## src/sv/assert_macros.svh

```systemverilog
// Assertion macros shared by the checked modules.
// No dependencies; included by the top level.
`ifndef ASSERT_MACROS_SVH
`define ASSERT_MACROS_SVH

// Check a property on every clock edge outside reset.
`define SKR_ASSERT(lbl, clk, rst, prop, msg) \
  lbl: assert property (@(posedge clk) disable iff (rst) (prop)) else $error(msg);

// Check a property on every clock edge, reset included.
`define SKR_ASSERT_ALWAYS(lbl, clk, prop, msg) \
  lbl: assert property (@(posedge clk) (prop)) else $error(msg);

`endif

```

## src/sv/skrt_pkg.sv

```systemverilog
// Types and constants for the site-keyed random table.
// No dependencies; used by every module of the block.
package skrt_pkg;

  localparam int ENTRIES   = 64;
  localparam int SLOT_W    = 6;
  localparam int ADDR_WORDS = 5;
  localparam logic [31:0] FULL_WORD = 32'hFFFF_FFFF;
  localparam logic [15:0] COUNT_LIMIT = 16'hFFFF;

  typedef struct packed {
    logic [31:0] addr_word_0;
    logic [31:0] addr_word_1;
    logic [31:0] addr_word_2;
    logic [31:0] addr_word_3;
    logic [31:0] addr_word_4;
    logic [7:0]  location_byte;
    logic [31:0] site_id;
    logic [31:0] random_word;
  } req_t;

  typedef struct packed {
    logic        hit;
    logic [5:0]  slot;
    logic [15:0] sample_row;
    logic [31:0] value;
    logic        rejected;
    logic        table_full;
  } rsp_t;

  // Lookup key: address words, location byte and site id.
  typedef struct packed {
    logic [ADDR_WORDS*32-1:0] addr;
    logic [39:0]              tag;
  } key_t;

  // Entry update broadcast to the cells.
  typedef struct packed {
    logic        alloc;
    logic [15:0] count;
    logic        phase;
    logic [31:0] mirror;
  } cell_wr_t;

  // Entry contents read back from one cell.
  typedef struct packed {
    logic [15:0] count;
    logic        phase;
    logic [31:0] mirror;
  } cell_rd_t;

  typedef enum logic {
    S_IDLE,
    S_WRITE
  } state_t;

  function automatic key_t make_key(req_t r);
    key_t k;
    k.addr = {r.addr_word_0, r.addr_word_1, r.addr_word_2, r.addr_word_3, r.addr_word_4};
    k.tag  = {r.location_byte, r.site_id};
    return k;
  endfunction

endpackage

```

## src/sv/skrt_cell.sv

```systemverilog
// One table entry: key, sample count, phase and mirror word.
// Depends on skrt_pkg. Hands its valid bit to the next cell in the row.
module skrt_cell (
  input  logic              clk,
  input  logic              rst,
  input  skrt_pkg::key_t    key,
  input  logic              capture,
  input  logic              prev_valid,
  input  logic              we,
  input  skrt_pkg::cell_wr_t wr,
  output logic              valid,
  output logic              head,
  output logic              matched,
  output skrt_pkg::cell_rd_t rd
);
  import skrt_pkg::*;

  key_t        stored_key;
  logic [15:0] count;
  logic        phase;
  logic [31:0] mirror;

  // First free cell of the row: the one before it is taken, this one is not.
  assign head = prev_valid & ~valid;
  assign rd   = '{count: count, phase: phase, mirror: mirror};

  always_ff @(posedge clk) begin
    if (rst) begin
      valid   <= 1'b0;
      matched <= 1'b0;
    end else begin
      if (capture) begin
        matched <= valid && (stored_key == key);
      end
      if (we && wr.alloc) begin
        valid <= 1'b1;
      end
    end
  end

  always_ff @(posedge clk) begin
    if (we) begin
      if (wr.alloc) begin
        stored_key <= key;
      end
      count  <= wr.count;
      phase  <= wr.phase;
      mirror <= wr.mirror;
    end
  end

endmodule

```

## config.mk

```make
export PLATFORM = sky130hd
export DESIGN_NAME = skrt_cell
export DESIGN_NICKNAME = d
export VERILOG_FILES = /design/src/sv/assert_macros.svh /design/src/sv/skrt_pkg.sv /design/src/sv/skrt_cell.sv
export SDC_FILE = /design/constraint.sdc
export NUM_CORES = 1
export LEC_CHECK = 0
export ABC_AREA = 1
export BUFFER_PORTS_ARGS = -buffer_cell sky130_fd_sc_hd__buf_2
export CAP_MARGIN = 5
export CORE_MARGIN = 3
export CORE_UTILIZATION = 48
export DETAILED_ROUTE_END_ITERATION = 8
export GPL_ROUTABILITY_DRIVEN = 0
export MAX_ROUTING_LAYER = met4
export PLACE_DENSITY = 0.87
export SLEW_MARGIN = 25
export SYNTH_ARGS = -nofsm -noshare
export SYNTH_HDL_FRONTEND = slang
export SYNTH_SLANG_ARGS = --single-unit
```

## constraint.sdc

```tcl
create_clock -name clk -period 6.29 [get_ports clk]
set_input_delay 1.5725 -clock clk [delete_from_list [all_inputs] [get_ports clk]]
set_output_delay 1.5725 -clock clk [all_outputs]
set_load 0.005 [all_outputs]
```

; ---- Yosys cells after proc, flatten, opt, wreduce, memory -nomap -nowiden
; Index checks and enable logic that the tools add are counted.
; Widths: inputs -> output; s select.
[classes]
n_bitwise = 2
n_reduce_logical = 3
n_eq_ne = 1
[ops]
columns = operator, n
row1 = $eq 200x200->1, 1
row2 = $logic_and 1x1->1, 2
row3 = $reduce_and 2->1, 1
row4 = $and 1x1->1, 1
row5 = $not 1->1, 1
[word_totals]
input_bits = 255
regBits = 251
output_inout_bits = 52
word_cells = 13

; ---- Longest topological paths before layout
; Gate-level depths: netlist of the first run.
[logic_depth]
depth_word = 2
ltp_mapped = 12
ltp_nobuf = 12

; ---- Worst setup path before layout of the first run
; Ideal clock, no wire load.
[synth_timing]
path_type = input-to-reg
from = in we
to = reg stored_key[0] (netlist bit), enable pin
path_buffers = 0
setup_slack_ps = 276
stages = 2
required_ps = 5738
setup_ps = 552
arrival_time_ps = 5462
cell_sequence = nand2_1 > inv_1
[synth_between]
elab_chain_len = 1
[synth_rtl]
columns = element, line
row1 = from (decl), skrt_cell.sv:9  ; input logic we,
row2 = $reduce_and 2->1 (no source line), n/a
row3 = to (signal assigned), skrt_cell.sv:44  ; stored_key <= key;
row4 = to (decl), skrt_cell.sv:18  ; key_t stored_key;
; Every way passes these cells.
; A chain may end at the register's enable or synchronous reset.

; ---- Worst setup path in the final report of the first run
[layout_timing]
from = in we
to = reg stored_key[25] (netlist bit), enable pin
; Same word-level chain as after synthesis.

==> metrics.md, run 1 <==
| Metric | Value |
|---|---|
| Yosys top cell area share | 67.00% |
| Setup TNS Final | 0 ps |
| Antenna violations before repair | 4 |
| Leak | 6.658 nW |
| Critical path endpoint category | flop |
| Clock H-tree levels | 1 |
| YS warnings | 0 |
| First-pass detailed-route iteration total | 5 |
| Hold-fix buffers, CTS | 0 |
| Fillers | 1794 |
| Fin crit period | 3505 ps |
| Max Transition Viols Final | 0 |
| Final nets | 1713 |
| Maximum clock insertion buffer count | 3 |
| GRT Total Usage | 19.66% |
| Vias/cell | 4.635 |
| Slew @ Worst Pin | 895.9 ps |
| Final setup viols | 0 |
| Share of post-route cells with drive strength above 1 | 23.53% |
| Number of library cell types mapped by synthesis | 16 |
| Fmax | 285.3 MHz |
| Port bufs | 306 |
| DP Wirelength | 18.90 mm |
| CP Class | primary input to flop |
| Avg Inst Size Synth | 9.946 sq um |
| Footprint of the multi-input gates | 2726 sq um |
| Tightest Hold Check Type | flop to flop |
| Clk sinks | 251 |
| Final hold vios | 0 |
| Die span in y | 158.5 um |
| Layout Skew | 16.28 ps |
| CTS tree | yes |
| WL final | 25.02 mm |
| Register bit count reported by yosys | 251 |
| CP required | 6450 ps |
| Worst-Skew Late Latency | 540 ps |
| Combinational family with the most area after synthesis | simple AND/OR/NAND/NOR gates |
| Commonest non-fill, non-tap cell in the layout | nand2_1 |
| Post-synthesis xor/xnor area fraction | 4.317% |
| Seq/Total Area, Yosys | 67.36% |
| Largest net degree at the start of global routing | 126 |
| Min Hold Slack | 493.4 ps |
| TritonCTS buffer count | 27 |
| Area leader, netlist | edfxtp_1 |
| Vias | 8199 |
| Routed WL per cell | 14.14 um |
| Net Count, Synth | 1377 |
| Number of remaining DRC errors | 0 |
| Reg clk slew, reported paths | 60 ps |
| DIE AREA | 25110 sq um |
| Initial core utilization | 49.14% |
| Slew headroom | 40.27% |
| Syn Inst Count | 1122 |
| Ranking of synthesized cells by area | edfxtp_1, nand2_1, inv_1 |
| Synth Area in Simple Gates | 18.37% |
| # rows | 55 |
| # Post-CTS Setup Buffers | 0 |
| First-pass GRT wire length | 37.89 mm |
| Status | complete, no violations |
| Register area | 7517 sq um |
| Root buffer cell | clkbuf_16 |
| Worst vdd ir | 0.2346 mV |
| Core area | 22710 sq um |
| Initial DRC Count | 534 |
| Post_cts resized | 0 |
| Fin crit share | 55.72% |
| Area grow syn2layout | 24.78% |
| RSZ-0062 raised after global routing | no |
| Critical path fanouts, max | 125 |
| Aggregate global routing overflow | 0 |
| Compound-cell area share of the yosys netlist | 1.749% |
| Max-cap violations | 0 |
| Adder-cell share of the synthesized area | 0% |
| Mux contribution to synthesized area | 0% |
| Top Ports | 307 |
| CP startpoint kind | primary input |
| PD cells | 278.8 nW/um^2 |
| Most frequent cells in the layout | nand2_1, buf_2, edfxtp_1 |
| Die span in x | 158.5 um |
| Vias in the first global route | 8159 |
| Worst Path Arrival | 3660 ps |
| Synthesized area | 11160 sq um |
| Routed Antenna Nets | 0 |
per-layer routing:
| metal | GRT usage, % | vias up | wire length (um) | part of all wire [%] |
|---|---|---|---|---|
| li1 | - | 4165 | - | - |
| met1 | 21.28 | 3689 | 9500 | 38 |
| met2 | 34.98 | 284 | 12800 | 51 |
| met3 | 5.355 | 61 | 1935 | 7.7 |
| met4 | 6.596 | 0 | 784 | 3.1 |
| met5 | - | - | 0 | 0 |
synth_stat cells:
library cell and n:
a21oi_1 1, a21oi_2 1, buf_4 1, dfxtp_1 2, edfxtp_1 249, inv_1 242, nand2_1 349, nand3_1 6
nand4_1 12, nor2_1 166, nor3_1 1, o21ai_0 35, o22ai_1 1, or2_2 1, xnor2_1 39, xor2_1 16
area by class of cell:
cell class / instances / share of cell area, %
flip-flops and latches: 251 / 53.99
repair buffers: 308 / 11.12
clock inverters: 23 / 1.231
inverters: 242 / 6.577
clock buffers: 27 / 4.852
well taps: 285 / 2.561
multi-input cells: 628 / 19.58
diodes: 5 / 0.08986
registers in the layout, summed over array words and instances, names as in the netlist:
register	count
stored_key	200
valid	1
mirror	32
matched	1
phase	1
count	16
metrics by stage:
stage / total power, W / area (sq um) / util, % / std cells / setup WS, ps
floorplan: 0.002235 / 11160 / - / 1122 / 276.0
global placement: 0.002391 / 13060 / 57.52 / 1714 / 1915
detailed placement: 0.002418 / 13060 / 57.52 / 1714 / 1850
CTS: 0.003918 / 13910 / 61.25 / 1764 / 2419
global route: 0.004054 / 13920 / 61.31 / 1768 / 2579
finish: 0.003882 / 13920 / 61.32 / 1769 / 2785
critical path: stages:
cell	delay (ps)
buf_4	490
nand2_1	260
inv_8	640
buf_4	560
worst paths after layout:
kind,from,end,slack [ps],cells past startpoint
setup / recovery,we,stored_key[25],2790,4
hold / removal,matched,matched,490,2
setup reg to reg,stored_key[8],matched,4550,9
hold reg to reg,matched,matched,490,2
power breakdown:
part / switching (W) / internal, W
sequential: 0.0000479 / 0.00197
clock: 0.000633 / 0.000865
combinational: 0.000204 / 0.000160
logic make-up (layout without fill, tap and decap cells):
group,count (synthesis),in the layout
simple gates,535,535
flops,251,251
buf+inv,243,600
xor+xnor,55,55
compound gates,38,38
other cells,0,5
(Power assumes the default switching activity.)
==> inputs of run 2 (changes only) <==
- CORE_UTILIZATION: 48 -> 53
- PLACE_DENSITY: 0.87 -> 0.91
- clock period: 6.29 -> 3.5 ns (I/O delays scaled with it)
==> metrics.md, run 2 (same netlist as run 1, synthesis figures left out) <==
| Metric | Value |
|---|---|
| Status | complete, no violations |
| Layout Skew | 16.39 ps (+0.1036 ps) |
| Clock H-tree levels | 1 (unchanged) |
| CP required | 2620 ps (-3830 ps) |
| Clk sinks | 251 (unchanged) |
| Reg-to-Reg End | matched |
| Critical path endpoint category | output port |
| Vias | 8418 (+2.7%) |
| Top Registers | stored_key x200, mirror x32, count x16 |
| Setup slack at placement | 1038 ps (-812.0 ps) |
| Core area | 20430 sq um (-10%) |
| Routed Antenna Nets | 0 (unchanged) |
| Leak | 6.673 nW (+0.23%) |
| Die span in x | 151.1 um (-4.7%) |
| Final setup margin | 1438 ps (-1347 ps) |
| Number of flip-flops in the largest register | 200 (unchanged) |
| Top reg by flops | stored_key |
| # rows | 52 (-5.5%) |
| Critical path's slowest cell | buf_2 |
| Hold path startpoint | matched |
| Initial core utilization | 54.62% (+5.5 points) |
| Fin crit share | 58.90% |
| Maximum clock insertion buffer count | 3 (unchanged) |
| DP Cell Count | 1702 (-0.70%) |
| Initial DRC Count | 450 (-16%) |
| GRT Total Usage | 22.55% (+2.9 points) |
| Fmax | 485.1 MHz |
| Share of post-route cells with drive strength above 1 | 23.75% (+0.22 points) |
| Post-layout util | 68.28% (+7.0 points) |
| CP startpoint kind | primary input |
| Worst vdd ir | 0.5484 mV (+130%) |
| Area grow syn2layout | 25.00% |
| DIE AREA | 22830 sq um (-9.1%) |
| Vias/cell | 4.791 (+3.4%) |
| Worst Path Arrival | 1190 ps (-2470 ps) |
| Die span in y | 151.1 um (-4.7%) |
| Reg clk slew, reported paths | 60 ps (about the same) |
| RSZ-0062 raised after global routing | no |
| Number of remaining DRC errors | 0 (unchanged) |
| WHS Path Cells | 2 (unchanged) |
| Reg2Reg Setup Slack | 1850 ps (-2700 ps) |
| Reg2Reg Depth | 10 (+1) |
| First-pass detailed-route iteration total | 7 (+2) |
| CP max stage delay | 120 ps (-520 ps) |
| Final setup viols | 0 (unchanged) |
| Port bufs | 306 (unchanged) |
| Commonest non-fill, non-tap cell in the layout | nand2_1 |
| Slew @ Worst Pin | 653.6 ps (-242.3 ps) |
| First-pass GRT wire length | 39.33 mm (+3.8%) |
| TritonCTS buffer count | 27 (unchanged) |
| Root buffer cell | clkbuf_16 |
| DP Wirelength | 19.65 mm (+3.9%) |
| Most numerous cell on the critical path | buf_2 |
| # Post-CTS Setup Buffers | 0 (unchanged) |
| WL final | 25.88 mm (+3.4%) |
| Hold Path End | matched |
| Worst-Skew Late Latency | 540 ps (about the same) |
| Routed WL per cell | 14.73 um (+4.1%) |
| Hold-fix buffers, CTS | 0 (unchanged) |
| Antenna violations before repair | 5 (+1) |
| Max Transition Viols Final | 0 (unchanged) |
| Slew headroom | 56.34% (+16 points) |
| Max-cap violations | 0 (unchanged) |
| Critical path fanouts, max | 1 (-99%) |
| Top Ports | 307 (unchanged) |
| Worst-path cell chain | buf_2, inv_1, nor2_1, buf_2 |
| Non-filler cells, final | 1757 (-0.68%) |
| CTS tree | yes |
| Largest net degree at the start of global routing | 78 (-38%) |
| CP Class | primary input to output port |
| Vias in the first global route | 8504 (+4.2%) |
| Post_cts resized | 0 (unchanged) |
| Most frequent cells in the layout | nand2_1, buf_2, edfxtp_1 |
| Tightest Hold Check Type | flop to flop |
| FF-to-FF Start | stored_key[3] |
| Final nets | 1716 (+0.18%) |
| PD cells | 498.9 nW/um^2 (+79%) |
| Fin crit period | 2062 ps |
| Aggregate global routing overflow | 0 (unchanged) |
| Final hold vios | 0 (unchanged) |
[run 2: cell count changes in the layout (fill, tap and decap cells not counted), sizes merged]
cell,before,now
buf,308,311
bufinv,2,0
clkbuf,27,39
clkinv,17,5
clkinvlp,3,1
diode,5,9
[run 2: how the worst max path moves through the flow]
stage	startpoint	to	slack [ps]	cells after the start
2_1_floorplan	we	stored_key[0]	-790	2
3_3_place_gp	we	stored_key[144]	1100	4
3_5_place_dp	we	stored_key[102]	1040	4
4_1_cts	mirror[6]	rd[6]	1420	1
5_1_grt	prev_valid	head	1420	4
6_report	prev_valid	head	1440	4
[run 2: power by group]
group	total [W]	switching [W]	leakage, nW	internal [W]
Clock	0.00266	0.00113	0.405	0.00153
Sequential	0.00363	0.0000887	2.37	0.00354
Combinational	0.000671	0.000378	3.89	0.000292
Total	0.00696	0.00160	6.67	0.00536
[run 2: cell type report]
type | instances | area [sq um]
timing repair buffer | 311 | 1594
tap | 270 | 337.8
sequential | 251 | 7517
fill | 1467 | 6480
multi-input combinational | 628 | 2743
clock buffer | 39 | 770.7
inverter | 242 | 912.1
antenna | 9 | 22.52
clock inverter | 7 | 52.55
[run 2: per-stage QoR]
step                      cell area, sq um  total power (W)  TNS [ps]  hold WS (ps)
after floorplan                      11180         0.004011   -158200         465.6
after global placement               13100         0.004306         0         465.0
after detailed placement             13100         0.004361         0         480.3
after CTS                            13930         0.007019         0         481.8
after global routing                 13940         0.007215         0         491.2
final                                13950         0.006960         0         489.6
[run 2: layer usage]
metal  GRT usage, %  wire [um]  vias to the layer above
li1               -          -                     4167
met1          24.55       9494                     3843
met2          39.70      13110                      333
met3          5.476       2204                       75
met4          9.112       1064                        0
met5              -          0                        -
[run 2: worst max-delay path, delay by kind of cell]
kind	cells	cell delay [ps]
and+or+nand+nor	1	80
buffers and inverters	3	230
==> inputs of run 3 (changes only) <==
- clock period: 3.5 -> 1.9 ns (I/O delays scaled with it)
==> metrics.md, run 3 (same netlist as run 1, synthesis figures left out) <==
| Metric | Value |
|---|---|
| CP required | 2370 ps (-250 ps) |
| Worst Path Arrival | 2130 ps (+940 ps) |
| Worst-Skew Late Latency | 540 ps (about the same) |
| Die span in x | 151.1 um (unchanged) |
| Min Hold Slack | 114.5 ps (-375.0 ps) |
| WL final | 26.42 mm (+2.1%) |
| # Post-CTS Setup Buffers | 0 (unchanged) |
| Critical path's slowest cell | edfxtp_1 |
| # rows | 52 (unchanged) |
| PD cells | 919.8 nW/um^2 (+84%) |
| Share of post-route cells with drive strength above 1 | 24.18% (+0.43 points) |
| DP Wirelength | 20.54 mm (+4.5%) |
| Fin crit period | 1667 ps |
| CP max stage delay | 410 ps (+290 ps) |
| Buf/Inv on CP | 0 (-3) |
| Fin crit share | 87.72% |
| Area grow syn2layout | 26.02% |
| Slew headroom | 59.51% (+3.2 points) |
| Maximum clock insertion buffer count | 3 (unchanged) |
| Routed WL per cell | 14.96 um (+1.6%) |
| Initial core utilization | 54.62% (unchanged) |
| TritonCTS buffer count | 27 (unchanged) |
| Fmax | 600.0 MHz |
| Die span in y | 151.1 um (unchanged) |
| Routed Antenna Nets | 0 (unchanged) |
| Critical path fanouts, max | 1 (unchanged) |
| Final nets | 1724 (+0.47%) |
| Vias/cell | 4.769 (-0.46%) |
| Top reg by flops | stored_key |
| Largest delay share family, worst path | simple AND/OR/NAND/NOR gates |
| Layout Skew | 9.270 ps (-7.116 ps) |
| Status | complete, no violations |
| Root buffer cell | clkbuf_16 |
| Clock H-tree levels | 1 (unchanged) |
| Worst vdd ir | 0.7581 mV (+38%) |
| Port bufs | 306 (unchanged) |
| Number of remaining DRC errors | 0 (unchanged) |
| CP startpoint kind | flop |
| Aggregate global routing overflow | 0 (unchanged) |
| Slew @ Worst Pin | 607.3 ps (-46.28 ps) |
| Commonest non-fill, non-tap cell in the layout | nand2_1 |
| Initial DRC Count | 406 (-9.8%) |
| Placed instance area | 13200 sq um (+0.74%) |
| Reg clk slew, reported paths | 60 ps (about the same) |
| Number of flip-flops in the largest register | 200 (unchanged) |
| RSZ-0062 raised after global routing | no |
| Final setup viols | 0 (unchanged) |
| Leak | 6.735 nW (+0.93%) |
| DIE AREA | 22830 sq um (unchanged) |
| Worst-path cell chain | xor2_1, nor2_1, nand2_1, nor2_1, nand2_1, nor2_1, nand2_1, nor2_1, nand2_1, a21oi_2 |
| Final setup margin | 233.4 ps (-1205 ps) |
| Core area | 20430 sq um (unchanged) |
| Final hold vios | 0 (unchanged) |
| First-pass detailed-route iteration total | 4 (-3) |
| Clk sinks | 251 (unchanged) |
| Largest net degree at the start of global routing | 50 (-36%) |
| Max-cap violations | 0 (unchanged) |
| First-pass GRT wire length | 40.54 mm (+3.1%) |
| Antenna violations before repair | 4 (-1) |
| Vias in the first global route | 8696 (+2.3%) |
| Critical path endpoint category | flop |
| Setup slack at placement | 67.55 ps (-970.9 ps) |
| Tot Pwr | 0.01294 W (+86%) |
| Hold-fix buffers, CTS | 0 (unchanged) |
| Design Area, Final | 14060 sq um (+0.82%) |
| CP Class | flop to flop |
| Post-layout util | 68.84% (+0.56 points) |
| GRT Total Usage | 23.26% (+0.71 points) |
| CTS tree | yes |
| Most frequent cells in the layout | nand2_1, buf_2, edfxtp_1 |
| Post_cts resized | 0 (unchanged) |
| Top Registers | stored_key x200, mirror x32, count x16 |
| Fillers | 1464 (-0.20%) |
| Top Ports | 307 (unchanged) |
| Max Transition Viols Final | 0 (unchanged) |
| Tightest Hold Check Type | primary input to flop |
| Vias | 8422 (+0.048%) |
[run 3: worst paths after layout]
check                  startpoint         to  slack, ps  cells after the start
setup / recovery  stored_key[136]    matched        230                     10
hold / removal              wr[9]  mirror[9]        110                      1
hold reg to reg           matched    matched        500                      2
setup reg to reg  stored_key[136]    matched        230                     10
[run 3: report_power, final]
group          switching (W)  total, W  internal (W)
logic               0.000701   0.00126      0.000557
clock network        0.00211   0.00499       0.00287
registers           0.000165   0.00669       0.00653
[run 3: cell type report]
| cell class | count | area [sq um] | share of cell area [%] |
|---|---|---|---|
| Inverter | 242 | 912.1 | 6.486 |
| Antenna cell | 7 | 17.52 | 0.1246 |
| Timing Repair Buffer | 319 | 1692 | 12.03 |
| Clock buffer | 28 | 679.4 | 4.831 |
| Multi-Input combinational cell | 628 | 2743 | 19.50 |
| Tap cell | 270 | 337.8 | 2.402 |
| Sequential cell | 251 | 7517 | 53.45 |
| Clock inverter | 21 | 165.2 | 1.174 |
[run 3: stage by stage]
step | TNS [ps] | std cells
6_report | 0 | 1766
5_1_grt | 0 | 1763
3_3_place_gp | 0 | 1710
3_5_place_dp | 0 | 1710
2_1_floorplan | -399400 | 1122
4_1_cts | 0 | 1759
[run 3: routing by layer]
layer	track usage [%]	wire length, um	share of wire (%)	up-vias
met3	5.446	1972	7.5	80
met1	24.88	9418	36	3821
met4	9.655	1112	4.2	0
met5	-	0	0	-
met2	41.46	13920	53	331
li1	-	-	-	4190
